## src/sv/omsl_pkg.sv

```systemverilog
// Shared types, register codes and arithmetic helpers of the omni base slew limiter and mixer.
// Used by the channel interfaces and by every module of the block.
`default_nettype none

package omsl_pkg;

  localparam int unsigned QUEUE_DEPTH = 2;
  localparam int unsigned CFG_INDEX_W = 3;
  localparam int unsigned CFG_DATA_W  = 16;

  localparam logic [CFG_INDEX_W-1:0] REG_DRIVE_MODE  = 3'd0;
  localparam logic [CFG_INDEX_W-1:0] REG_STEP_X      = 3'd1;
  localparam logic [CFG_INDEX_W-1:0] REG_STEP_Y      = 3'd2;
  localparam logic [CFG_INDEX_W-1:0] REG_STEP_W      = 3'd3;
  localparam logic [CFG_INDEX_W-1:0] REG_COS_COEF    = 3'd4;
  localparam logic [CFG_INDEX_W-1:0] REG_BASE_RADIUS = 3'd5;

  localparam logic [1:0] MODE_MANUAL = 2'd0;

  localparam logic [14:0] STEP_RESET   = 15'd64;
  localparam logic [14:0] COS_RESET    = 15'd23170;
  localparam logic [15:0] RADIUS_RESET = 16'd16384;

  typedef struct packed {
    logic [1:0]  drive_mode;
    logic [14:0] step_x;
    logic [14:0] step_y;
    logic [14:0] step_w;
    logic [14:0] cos_coef;
    logic [15:0] base_radius;
  } cfg_t;

  typedef struct packed {
    logic signed [15:0] vx;
    logic signed [15:0] vy;
    logic signed [15:0] w;
  } lim_t;

  function automatic logic signed [15:0] slew(input logic signed [15:0] target,
                                              input logic signed [15:0] last,
                                              input logic [16:0] step);
    logic signed [16:0] diff;
    logic [16:0]        mag;
    logic signed [17:0] up;
    logic signed [17:0] dn;
    logic signed [15:0] res;
    diff = {target[15], target} - {last[15], last};
    mag  = diff[16] ? 17'(-diff) : 17'(diff);
    up   = {{2{last[15]}}, last} + {1'b0, step};
    dn   = {{2{last[15]}}, last} - {1'b0, step};
    if (mag > step) begin
      res = (last > target) ? dn[15:0] : up[15:0];
    end else begin
      res = target;
    end
    return res;
  endfunction

  function automatic logic signed [17:0] sat18(input logic signed [18:0] v);
    logic signed [17:0] res;
    if (v > 19'sd131071) begin
      res = 18'sd131071;
    end else if (v < -19'sd131072) begin
      res = -18'sd131072;
    end else begin
      res = v[17:0];
    end
    return res;
  endfunction

endpackage

`default_nettype wire

```

## src/sv/omsl_ifs.sv

```systemverilog
// Valid/ready channel interfaces of the omni base slew limiter and mixer.
// Depends on omsl_pkg for the register index width and the limited velocity type.
`default_nettype none

interface omsl_cmd_if;
  logic               valid;
  logic               ready;
  logic signed [15:0] vx_command;
  logic signed [15:0] vy_command;
  logic signed [15:0] w_command;
  modport source (output valid, vx_command, vy_command, w_command, input ready);
  modport sink (input valid, vx_command, vy_command, w_command, output ready);
endinterface

interface omsl_lim_if;
  logic                valid;
  logic                ready;
  omsl_pkg::lim_t      data;
  modport source (output valid, data, input ready);
  modport sink (input valid, data, output ready);
endinterface

interface omsl_res_if;
  logic               valid;
  logic               ready;
  logic signed [17:0] front_left_speed;
  logic signed [17:0] front_right_speed;
  logic signed [17:0] back_right_speed;
  logic signed [17:0] back_left_speed;
  logic signed [15:0] limited_vx;
  logic signed [15:0] limited_vy;
  logic signed [15:0] limited_w;
  modport source (output valid, front_left_speed, front_right_speed, back_right_speed,
                  back_left_speed, limited_vx, limited_vy, limited_w, input ready);
  modport sink (input valid, front_left_speed, front_right_speed, back_right_speed,
                back_left_speed, limited_vx, limited_vy, limited_w, output ready);
endinterface

interface omsl_cfg_if;
  logic                                  valid;
  logic                                  ready;
  logic [omsl_pkg::CFG_INDEX_W-1:0]      index;
  logic [omsl_pkg::CFG_DATA_W-1:0]       data;
  modport source (output valid, index, data, input ready);
  modport sink (input valid, index, data, output ready);
endinterface

`default_nettype wire

```

## src/sv/omsl_front.sv

```systemverilog
// Front end: accepts command items, picks targets by drive mode and slew limits each axis.
// Holds the previous limited velocities. Depends on omsl_pkg and omsl_ifs.
`default_nettype none

module omsl_front (
  input  wire logic           clk,
  input  wire logic           rst,
  input  wire omsl_pkg::cfg_t cfg,
  omsl_cmd_if.sink            cmd,
  omsl_lim_if.source          lim
);

  logic signed [15:0] prev_vx;
  logic signed [15:0] prev_vy;
  logic signed [15:0] prev_w;
  logic signed [15:0] tx;
  logic signed [15:0] ty;
  logic signed [15:0] tw;
  logic               all_zero;
  logic [16:0]        sx;
  logic [16:0]        sy;
  logic [16:0]        sw;
  logic               accept;

  always_comb begin
    if (cfg.drive_mode == omsl_pkg::MODE_MANUAL) begin
      tx = cmd.vx_command;
      ty = cmd.vy_command;
      tw = cmd.w_command;
    end else begin
      tx = prev_vx;
      ty = prev_vy;
      tw = prev_w;
    end
    all_zero = (tx == '0) && (ty == '0) && (tw == '0);
    if (all_zero) begin
      sx = {1'b0, cfg.step_x, 1'b0};
      sy = {1'b0, cfg.step_y, 1'b0};
      sw = {2'b00, cfg.step_w} + {3'b000, cfg.step_w[14:1]};
    end else begin
      sx = {2'b00, cfg.step_x};
      sy = {2'b00, cfg.step_y};
      sw = {2'b00, cfg.step_w};
    end
  end

  assign lim.data.vx = omsl_pkg::slew(tx, prev_vx, sx);
  assign lim.data.vy = omsl_pkg::slew(ty, prev_vy, sy);
  assign lim.data.w  = omsl_pkg::slew(tw, prev_w, sw);
  assign lim.valid   = cmd.valid;
  assign cmd.ready   = lim.ready;
  assign accept      = cmd.valid && lim.ready;

  always_ff @(posedge clk) begin
    if (rst) begin
      prev_vx <= '0;
      prev_vy <= '0;
      prev_w  <= '0;
    end else if (accept) begin
      prev_vx <= lim.data.vx;
      prev_vy <= lim.data.vy;
      prev_w  <= lim.data.w;
    end
  end

`ifndef NO_ASSERTIONS
  a_reset_clears: assert property (@(posedge clk)
    rst |=> (prev_vx == '0) && (prev_vy == '0) && (prev_w == '0))
    else $error("Previous velocities not cleared by reset.");

  a_hold_modes: assert property (@(posedge clk) disable iff (rst)
    (accept && (cfg.drive_mode != omsl_pkg::MODE_MANUAL))
      |=> $stable(prev_vx) && $stable(prev_vy) && $stable(prev_w))
    else $error("Velocity moved in a holding mode.");

  a_idle_keeps: assert property (@(posedge clk)
    (!rst && !accept) |=> $stable(prev_vx) && $stable(prev_vy) && $stable(prev_w))
    else $error("Velocity changed without an accepted item.");
`endif

endmodule

`default_nettype wire

```

## src/sv/omsl_queue.sv

```systemverilog
// Short queue of limited velocity items between the front end and the mixer.
// Depends on omsl_pkg and omsl_ifs.
`default_nettype none

module omsl_queue (
  input  wire logic  clk,
  input  wire logic  rst,
  omsl_lim_if.sink   wr,
  omsl_lim_if.source rd
);

  localparam int unsigned PTR_W = (omsl_pkg::QUEUE_DEPTH > 1) ? $clog2(omsl_pkg::QUEUE_DEPTH) : 1;
  localparam int unsigned CNT_W = $clog2(omsl_pkg::QUEUE_DEPTH + 1);
  localparam logic [CNT_W-1:0] FULL_CNT = CNT_W'(omsl_pkg::QUEUE_DEPTH);
  localparam logic [PTR_W-1:0] LAST_PTR = PTR_W'(omsl_pkg::QUEUE_DEPTH - 1);

  omsl_pkg::lim_t   mem [omsl_pkg::QUEUE_DEPTH];
  logic [PTR_W-1:0] wr_ptr;
  logic [PTR_W-1:0] rd_ptr;
  logic [CNT_W-1:0] count;
  logic             push;
  logic             pop;

  assign wr.ready = (count != FULL_CNT);
  assign rd.valid = (count != '0);
  assign rd.data  = mem[rd_ptr];
  assign push     = wr.valid && wr.ready;
  assign pop      = rd.valid && rd.ready;

  always_ff @(posedge clk) begin
    if (push) begin
      mem[wr_ptr] <= wr.data;
    end
  end

  always_ff @(posedge clk) begin
    if (rst) begin
      wr_ptr <= '0;
      rd_ptr <= '0;
      count  <= '0;
    end else begin
      if (push) begin
        wr_ptr <= (wr_ptr == LAST_PTR) ? '0 : wr_ptr + 1'b1;
      end
      if (pop) begin
        rd_ptr <= (rd_ptr == LAST_PTR) ? '0 : rd_ptr + 1'b1;
      end
      if (push && !pop) begin
        count <= count + 1'b1;
      end else if (pop && !push) begin
        count <= count - 1'b1;
      end
    end
  end

endmodule

`default_nettype wire

```

## src/sv/omsl_back.sv

```systemverilog
// Back end: mixes limited velocities into four omni wheel speeds in two registered stages.
// Stage one holds the truncated products, stage two the saturated sums. Depends on omsl_pkg, omsl_ifs.
`default_nettype none

module omsl_back (
  input  wire logic           clk,
  input  wire logic           rst,
  input  wire omsl_pkg::cfg_t cfg,
  omsl_lim_if.sink            lim,
  omsl_res_if.source          res
);

  logic signed [31:0] prod_x;
  logic signed [31:0] prod_y;
  logic signed [32:0] prod_w;
  logic               s1_valid;
  logic signed [15:0] term_a;
  logic signed [15:0] term_b;
  logic signed [15:0] term_r;
  omsl_pkg::lim_t     s1_lim;
  logic               out_valid;
  logic               adv_out;
  logic signed [18:0] sum_fl;
  logic signed [18:0] sum_fr;
  logic signed [18:0] sum_br;
  logic signed [18:0] sum_bl;
  logic signed [17:0] fl;
  logic signed [17:0] fr;
  logic signed [17:0] br;
  logic signed [17:0] bl;
  omsl_pkg::lim_t     out_lim;

  assign prod_x = $signed({{16{lim.data.vx[15]}}, lim.data.vx}) *
                  $signed({17'd0, cfg.cos_coef});
  assign prod_y = $signed({{16{lim.data.vy[15]}}, lim.data.vy}) *
                  $signed({17'd0, cfg.cos_coef});
  assign prod_w = $signed({{17{lim.data.w[15]}}, lim.data.w}) *
                  $signed({17'd0, cfg.base_radius});

  assign adv_out   = !out_valid || res.ready;
  assign lim.ready = !s1_valid || adv_out;

  always_ff @(posedge clk) begin
    if (rst) begin
      s1_valid  <= 1'b0;
      out_valid <= 1'b0;
    end else begin
      if (lim.ready) begin
        s1_valid <= lim.valid;
      end
      if (adv_out) begin
        out_valid <= s1_valid;
      end
    end
  end

  always_ff @(posedge clk) begin
    if (lim.valid && lim.ready) begin
      term_a <= prod_x[30:15];
      term_b <= prod_y[30:15];
      term_r <= prod_w[31:16];
      s1_lim <= lim.data;
    end
  end

  always_comb begin
    sum_fl = 19'(term_b) + 19'(term_a) - 19'(term_r);
    sum_fr = -19'(term_b) + 19'(term_a) - 19'(term_r);
    sum_br = -19'(term_b) - 19'(term_a) - 19'(term_r);
    sum_bl = 19'(term_b) - 19'(term_a) - 19'(term_r);
  end

  always_ff @(posedge clk) begin
    if (adv_out && s1_valid) begin
      fl      <= omsl_pkg::sat18(sum_fl);
      fr      <= omsl_pkg::sat18(sum_fr);
      br      <= omsl_pkg::sat18(sum_br);
      bl      <= omsl_pkg::sat18(sum_bl);
      out_lim <= s1_lim;
    end
  end

  assign res.valid             = out_valid;
  assign res.front_left_speed  = fl;
  assign res.front_right_speed = fr;
  assign res.back_right_speed  = br;
  assign res.back_left_speed   = bl;
  assign res.limited_vx        = out_lim.vx;
  assign res.limited_vy        = out_lim.vy;
  assign res.limited_w         = out_lim.w;

endmodule

`default_nettype wire

```

## src/sv/omni_base_slew_limit_mixer_unit.sv

```systemverilog
// Top level of the omni base slew limiter and mixer: configuration registers and the
// front end, queue and mixer. Depends on omsl_pkg, omsl_ifs and the omsl modules.
//
// Usage: each item on cmd is one control tick with commanded vx, vy and w. The block
// slew limits the three velocities against the values left by the previous item and
// returns one item on res with four wheel speeds and the limited velocities.
// Registers are written on cfg (index, data), which is always ready; write only while
// no item is in flight.
// A command item passes through the queue, the product stage and the sum stage before its result shows on res.
// Throughput: one item per cycle while res is ready; the front end finishes an item in the cycle it is
// accepted, and the mixer is a two-stage pipeline with one multiplier per product.
// Stalls: a two-entry queue separates front end and mixer, so the front end keeps
// accepting while a finished result waits on res; once the queue and both mixer
// stages are full, cmd.ready drops until res is taken.
// Reset: synchronous; clears the previous velocities to zero, restores the register
// defaults and empties the queue and pipeline.
`default_nettype none

module omni_base_slew_limit_mixer_unit (
  input  wire logic  clk,
  input  wire logic  rst,
  omsl_cfg_if.sink   cfg,
  omsl_cmd_if.sink   cmd,
  omsl_res_if.source res
);

  omsl_pkg::cfg_t regs;

  omsl_lim_if front_lim ();
  omsl_lim_if back_lim ();

  assign cfg.ready = 1'b1;

  always_ff @(posedge clk) begin
    if (rst) begin
      regs.drive_mode  <= omsl_pkg::MODE_MANUAL;
      regs.step_x      <= omsl_pkg::STEP_RESET;
      regs.step_y      <= omsl_pkg::STEP_RESET;
      regs.step_w      <= omsl_pkg::STEP_RESET;
      regs.cos_coef    <= omsl_pkg::COS_RESET;
      regs.base_radius <= omsl_pkg::RADIUS_RESET;
    end else if (cfg.valid) begin
      case (cfg.index)
        omsl_pkg::REG_DRIVE_MODE:  regs.drive_mode  <= cfg.data[1:0];
        omsl_pkg::REG_STEP_X:      regs.step_x      <= cfg.data[14:0];
        omsl_pkg::REG_STEP_Y:      regs.step_y      <= cfg.data[14:0];
        omsl_pkg::REG_STEP_W:      regs.step_w      <= cfg.data[14:0];
        omsl_pkg::REG_COS_COEF:    regs.cos_coef    <= cfg.data[14:0];
        omsl_pkg::REG_BASE_RADIUS: regs.base_radius <= cfg.data;
        default: begin
        end
      endcase
    end
  end

  omsl_front u_front (
    .clk (clk),
    .rst (rst),
    .cfg (regs),
    .cmd (cmd),
    .lim (front_lim.source)
  );

  omsl_queue u_queue (
    .clk (clk),
    .rst (rst),
    .wr  (front_lim.sink),
    .rd  (back_lim.source)
  );

  omsl_back u_back (
    .clk (clk),
    .rst (rst),
    .cfg (regs),
    .lim (back_lim.sink),
    .res (res)
  );

endmodule

`default_nettype wire
```

## src/flat_wrapper.sv

```systemverilog
// flat-port wrapper written by rule: the top's interface ports become plain ports
module omni_base_slew_limit_mixer_unit_flat 
  (clk, rst, cfg_valid, cfg_index, cfg_data, cfg_ready, cmd_valid, cmd_vx_command, cmd_vy_command, cmd_w_command, cmd_ready, res_valid, res_front_left_speed, res_front_right_speed, res_back_right_speed, res_back_left_speed, res_limited_vx, res_limited_vy, res_limited_w, res_ready);
  omsl_cfg_if cfg_i ();
  omsl_cmd_if cmd_i ();
  omsl_res_if res_i ();
  input  wire logic clk;
  input  wire logic rst;
  input wire logic [$bits(cfg_i.valid)-1:0] cfg_valid;
  input wire logic [$bits(cfg_i.index)-1:0] cfg_index;
  input wire logic [$bits(cfg_i.data)-1:0] cfg_data;
  output wire logic [$bits(cfg_i.ready)-1:0] cfg_ready;
  input wire logic [$bits(cmd_i.valid)-1:0] cmd_valid;
  input wire logic [$bits(cmd_i.vx_command)-1:0] cmd_vx_command;
  input wire logic [$bits(cmd_i.vy_command)-1:0] cmd_vy_command;
  input wire logic [$bits(cmd_i.w_command)-1:0] cmd_w_command;
  output wire logic [$bits(cmd_i.ready)-1:0] cmd_ready;
  output wire logic [$bits(res_i.valid)-1:0] res_valid;
  output wire logic [$bits(res_i.front_left_speed)-1:0] res_front_left_speed;
  output wire logic [$bits(res_i.front_right_speed)-1:0] res_front_right_speed;
  output wire logic [$bits(res_i.back_right_speed)-1:0] res_back_right_speed;
  output wire logic [$bits(res_i.back_left_speed)-1:0] res_back_left_speed;
  output wire logic [$bits(res_i.limited_vx)-1:0] res_limited_vx;
  output wire logic [$bits(res_i.limited_vy)-1:0] res_limited_vy;
  output wire logic [$bits(res_i.limited_w)-1:0] res_limited_w;
  input wire logic [$bits(res_i.ready)-1:0] res_ready;
  assign cfg_i.valid = cfg_valid;
  assign cfg_i.index = cfg_index;
  assign cfg_i.data = cfg_data;
  assign cfg_ready = cfg_i.ready;
  assign cmd_i.valid = cmd_valid;
  assign cmd_i.vx_command = cmd_vx_command;
  assign cmd_i.vy_command = cmd_vy_command;
  assign cmd_i.w_command = cmd_w_command;
  assign cmd_ready = cmd_i.ready;
  assign res_valid = res_i.valid;
  assign res_front_left_speed = res_i.front_left_speed;
  assign res_front_right_speed = res_i.front_right_speed;
  assign res_back_right_speed = res_i.back_right_speed;
  assign res_back_left_speed = res_i.back_left_speed;
  assign res_limited_vx = res_i.limited_vx;
  assign res_limited_vy = res_i.limited_vy;
  assign res_limited_w = res_i.limited_w;
  assign res_i.ready = res_ready;
  omni_base_slew_limit_mixer_unit u_core (.clk(clk), .rst(rst), .cfg(cfg_i), .cmd(cmd_i), .res(res_i));
endmodule
```

## config.mk

```make
export PLATFORM = sky130hd
export DESIGN_NAME = omni_base_slew_limit_mixer_unit_flat
export DESIGN_NICKNAME = d
export VERILOG_FILES = /design/src/sv/omsl_pkg.sv /design/src/sv/omsl_ifs.sv /design/src/sv/omsl_front.sv /design/src/sv/omsl_queue.sv /design/src/sv/omsl_back.sv /design/src/sv/omni_base_slew_limit_mixer_unit.sv /design/src/flat_wrapper.sv
export SDC_FILE = /design/constraint.sdc
export NUM_CORES = 2
export LEC_CHECK = 0
export BUFFER_PORTS_ARGS = -buffer_cell sky130_fd_sc_hd__buf_2
export CAP_MARGIN = 20
export CORE_UTILIZATION = 55
export CTS_BUF_LIST = sky130_fd_sc_hd__clkbuf_8
export DETAILED_ROUTE_END_ITERATION = 6
export GPL_ROUTABILITY_DRIVEN = 0
export PLACE_DENSITY = 0.79
export RECOVER_POWER = 50
export SLEW_MARGIN = 30
export SYNTH_ARGS = -nofsm -noshare
export SYNTH_HDL_FRONTEND = slang
export SYNTH_HIERARCHICAL = 1
export SYNTH_SLANG_ARGS = --single-unit
export TNS_END_PERCENT = 1
```

## constraint.sdc

```tcl
create_clock -name clk -period 7.71 [get_ports clk]
set_input_delay 0.771 -clock clk [delete_from_list [all_inputs] [get_ports clk]]
set_output_delay 0.771 -clock clk [all_outputs]
set_load 0.02 [all_outputs]
```

After elaboration in Yosys (flattened, before gate mapping):

Memory sizes are Yosys's and may differ from the RTL's. A register that Yosys moved wholly into a read port is not among the register bits.
Cells that the tools add are included.

* $add $sub $neg: 26
* $mul: 3
* div/mod/pow operators: 0
* magnitude comparators: 14
* equality and inequality tests: 6
* shift operators: 0
* mux-type cells: 27
* bitwise operators: 0
* reduce and logical (&&, ||, !) cells: 26

Operators with widths (count)
* $mux W16: 12
* $mux W18: 4
* $sub A16 B16 Y17: 4
* $mul A16 B16 Y31: 2
* $sub A19 B16 Y19: 3
* $gt A17 B17 Y1: 3
* $mux W17: 3
* $neg A17 Y17: 3
* $add A16 B16 Y16: 3
* $gt A16 B16 Y1: 3
* $logic_not A16 Y1: 3
* $sub A16 B16 Y16: 3
* $gt A19 B18 Y1 const B: 2
* $lt A19 B18 Y1 const B: 2
* $gt A18 B18 Y1 const B: 2
* $lt A18 B18 Y1 const B: 2
* $sub A17 B16 Y18: 2
* $mul A16 B17 Y32: 1
* $add A19 B16 Y19: 1
* $neg A16 Y19: 1
* $add A16 B16 Y17: 1
* $add A15 B14 Y16: 1
* $reduce_and A2 Y1: 6
* $logic_and A1 B1 Y1: 7
* 14 further kinds: 28

* flip-flop bits (word level): 348
* bits in latches: 0
* memory bits (writable): 96
* bits in read-only memories: 0
* input port bits: 72
* logic and storage cells: 130
* memories: 1

Memory list
* u_core.u_queue.mem: depth 2, bits a word 48, rd ports 1, clocked after memory_dff 1, wr ports 1, RTL line omsl_queue.sv:17 `omsl_pkg::lim_t mem [omsl_pkg::QUEUE_DEPTH];`

Depth between registers and ports, before layout:

* depth after elaboration: 9
* depth in mapped cells: 29
* gate-level depth less buffers: 25

By module:

The synthesis kept the hierarchy.

By module, submodules not included
* omsl_back: times used 1, cells an instance 3816, area each 37830.0 um2, sequential area each 6526.3 um2
* omsl_front: times used 1, cells an instance 1756, area each 12408.2 um2, sequential area each 960.9 um2
* omsl_queue: times used 1, cells an instance 173, area each 3678.5 um2, sequential area each 2982.9 um2
* omni_base_slew_limit_mixer_unit: times used 1, cells an instance 288, area each 3135.5 um2, sequential area each 1561.5 um2

Worst setup path after synthesis:

No wires, ideal clock.

* path kind: reg-to-reg
* start point: reg u_core/regs[77] (netlist name)
* end point: reg u_core.u_front.prev_vy[10]
* library setup time: 115 ps
* arrival time: 6686 ps
* data required time: 7595 ps
* path slack: 909 ps
* stages on the path, launching flop included: 27
* buffers on the path: 3
* path through: dfxtp_1 nor2_1 clkbuf_1 buf_1 mux2i_1 ha_1 inv_1 fa_1 a211oi_1 o21bai_1 a21oi_1 o21ai_0 o22a_1 a41oi_1 o21ai_0 xnor2_1 ha_1 a21o_1 a21o_1 a21o_1 a21o_1 o311ai_0 a21oi_1 a41oi_1 clkbuf_1 mux2_2 o21a_1

RTL lines
* start: declaration: RTL line omni_base_slew_limit_mixer_unit.sv:27 `omsl_pkg::cfg_t regs;`
* end signal: assignment: RTL line omsl_front.sv:61 `prev_vy <= lim.data.vy;`
* end: declaration: RTL line omsl_front.sv:14 `logic signed [15:0] prev_vy;`

==> impl_results.md <==
* Wirelength, routed at 149.3 mm
* Clock-pin slew on the worst setup and hold paths at 60 ps
* WL/cell at 19.61 um
* Initial core utilization at 0.5575
* Share of Yosys cell area claimed by the top area cell type at 0.2621
* Hpwl dp at 117.4 mm
* Global-route wire length before repair at 236.3 mm
* Total number of vias at 43643
* Final hold vios at 0
* ANT nets after route at 0
* Longest Clk Path Bufs at 3
* Failing checks: max-capacitance violations, max-slew violations
* Max Transition Viols Final at 349
* Critical path arrival at 7870 ps
* Tmin final at 7412 ps
* Total GRT Usage at 0.2876
* Least-Margin Pin Slew at 3982 ps
* Crit-path slowest cell: a2111oi_1
* CP Cell Sequence: buf_12 -> mux2_1 -> nand2_1 -> fa_1 -> fa_1 -> inv_1 -> fa_1 -> fa_1 -> fa_1 -> inv_1 -> fa_1 -> inv_1 -> ha_1 -> a211oi_1 -> nand2_1 -> a2111oi_1 -> buf_4 -> nor3_1 -> o21ai_0 -> a21oi_1 -> nor3_1 -> xnor2_1
* CTS H-Tree Depth at 3
* Register area share after synthesis at 0.2109
* Post-synth ARST share at 0
* Setup Crit Path Kind: reg -> reg
* Skew-Pair Late Insertion Delay at 770 ps
* P&R area growth vs syn at 7.176%
* Worst path required time at 8160 ps
* CP Capture Type: flip-flop
* Synth cell types at 100
* First-pass DRT Iterations at 6
* DR vias/cell at 5.734
* Number of synthesized flops with an enable pin at 312
* Largest area contributor in the netlist: fa_1
* Die W at 324.1 um
* Commonest non-fill, non-tap cells in the layout: 1090 x inv_1, 747 x fa_1, 571 x nand2_1
* Crit path max-delay family: adder cells
* Worst relative slew slack at -1.654
* Top FF cell, synth: edfxtp_1
* Cell mode on critical path: fa_1
* Cell Rows at 117
* Critical path's largest stage delay at 700 ps
* Initial antenna violation count at 4
* Final count of negative-setup-slack endpoints at 0
* CTS buffer count at 80
* Synth top area cells: fa_1 26%, edfxtp_1 16%, ha_1 11%, inv_1 7.0%, dfxtp_1 4.7%
* Largest net degree at the start of global routing at 103
* # clock sinks at 445
* Crit-path max FO at 32
* Post-synth net total at 7357
* Fmax at 0.1349 GHz
* RSZ-0062 raised after global routing: no
* Min-delay worst type: reg -> reg
* First DRT Iteration DRCs at 3942
* CTS root buf: clkbuf_8
* Die footprint at 105000 um^2
* Post-cts hold buffer count at 0
* Sum Neg Setup Slack at 0 ps
* Share of cells above drive strength 1 at 0.05864
* Tcrit/Tclk final at 0.9614
* Critical Path Start Type: flip-flop
* Mean Syn Cell Area at 9.457 um^2
* Yosys Warn Count at 6
* Commonest non-fill, non-tap cell in the layout: inv_1
* Post-Synthesis Cells at 6033
* Total I/O pin count at 195
* Nets at 7498
* Status: finished, violations left
* Post-CTS setup buffer count at 0
* Setup Skew at 66.48 ps
* IO Port Bufs at 193
* Synthesized cell area at 57050 um^2
* Number of global-route vias before repair at 44021
* Overflow after GRT at 0
* Residual DRC count at 0
* Flop and latch count out of synthesis at 445
* CTS resizes at 0
* CTS tree: built
* Max-cap violations at 6
* WP buf/inv at 5
* Die Y at 324.1 um
* Core Area at 102300 um^2
[per-stage QoR]
step	util	cell area, um^2	cells	hold slack, ps	setup slack (ps)
4_1_cts	0.5990	61290	7609	333.7	395.8
5_1_grt	0.5975	61140	7610	387.9	41.72
3_5_place_dp	0.5819	59540	7460	404.5	445.7
3_3_place_gp	0.5818	59530	7459	401.6	565.2
2_1_floorplan	-	57050	6033	400.3	909.3
6_report	0.5976	61150	7611	387.1	297.8
[final cells by class]
class | count | area (um^2)
fill | 8424 | 41180
antenna | 2 | 5.005
timing repair buffer | 269 | 1430
inverter | 1072 | 4025
tap | 1368 | 1712
sequential | 445 | 12030
multi-input combinational | 4306 | 40190
clock buffer | 81 | 1115
clock inverter | 68 | 636.9
[layer usage]
layer	part of all wire	track usage	vias up
met5	0.000087	0	-
met4	0.038	0.1087	2
met3	0.095	0.05120	292
met2	0.45	0.4607	2035
met1	0.41	0.3891	21325
li1	-	-	19989
[path summary, 6_finish.rpt]
| path | slack (ps) | to | from | depth (start not counted) |
|---|---|---|---|---|
| hold / removal | 390 | u_core/u_back/res.limited_w[7]$_DFFE_PP_ | u_core/u_back/s1_lim[7]$_DFFE_PP_ | 0 |
| setup / recovery | 300 | u_core/u_back/term_a[14]$_DFFE_PP_ | flip-flop | 22 |
| hold reg to reg | 390 | u_core/u_back/res.limited_w[7]$_DFFE_PP_ | u_core/u_back/s1_lim[7]$_DFFE_PP_ | 0 |
| setup reg to reg | 300 | u_core/u_back/term_a[14]$_DFFE_PP_ | flip-flop | 22 |
[sequential cells by signal (all words and copies together), names as in the netlist, 18 cells and up, named ones only]
signal	cells
u_core/u_back/res.back_right_speed	18
u_core/u_back/res.back_left_speed	18
u_core/u_queue/mem	96
u_core/regs	78
u_core/u_back/res.front_left_speed	18
u_core/u_back/res.front_right_speed	18
u_core/u_back/s1_lim	48
[kinds of logic (layout without fill, tap and decap cells)]
logic type      Yosys count  in the layout  synth area share
compound gates          856            856           0.09845
xor+xnor                279            279           0.04320
fa+ha+maj              1270           1270            0.3762
buf+inv                1282           1490           0.08553
flops                   445            445            0.2109
mux                     196            196           0.03601
other cells               1              3        0.00006573
simple gates           1704           1704            0.1496
[cells in the mapped netlist (all sizes together), types with 9 or more instances]
cell        n
inv      1072
fa        747
nand2     572
ha        505
and2      355
edfxtp    312
nor2      262
a21oi     225
xnor2     198
o21ai     189
clkbuf    179
dfxtp     133
nand2b    130
mux2i     122
nor3       97
xor2       80
mux2       74
a21o       63
nand3      63
o21a       61
nor4       37
o211ai     35
nor2b      34
a31oi      33
or3        32
buf        31
and3       29
a211oi     28
o31ai      28
nand4      27
maj3       18
o21bai     16
a211o      14
o311ai     14
a21boi     13
or2        13
o31a       12
a311oi     11
o211a      11
a2111oi    10
a32oi       9
or4         9
Power is left out: the tool's default activity adds up to more than one toggle a clock period on the data nets, which glitch-free logic cannot reach.
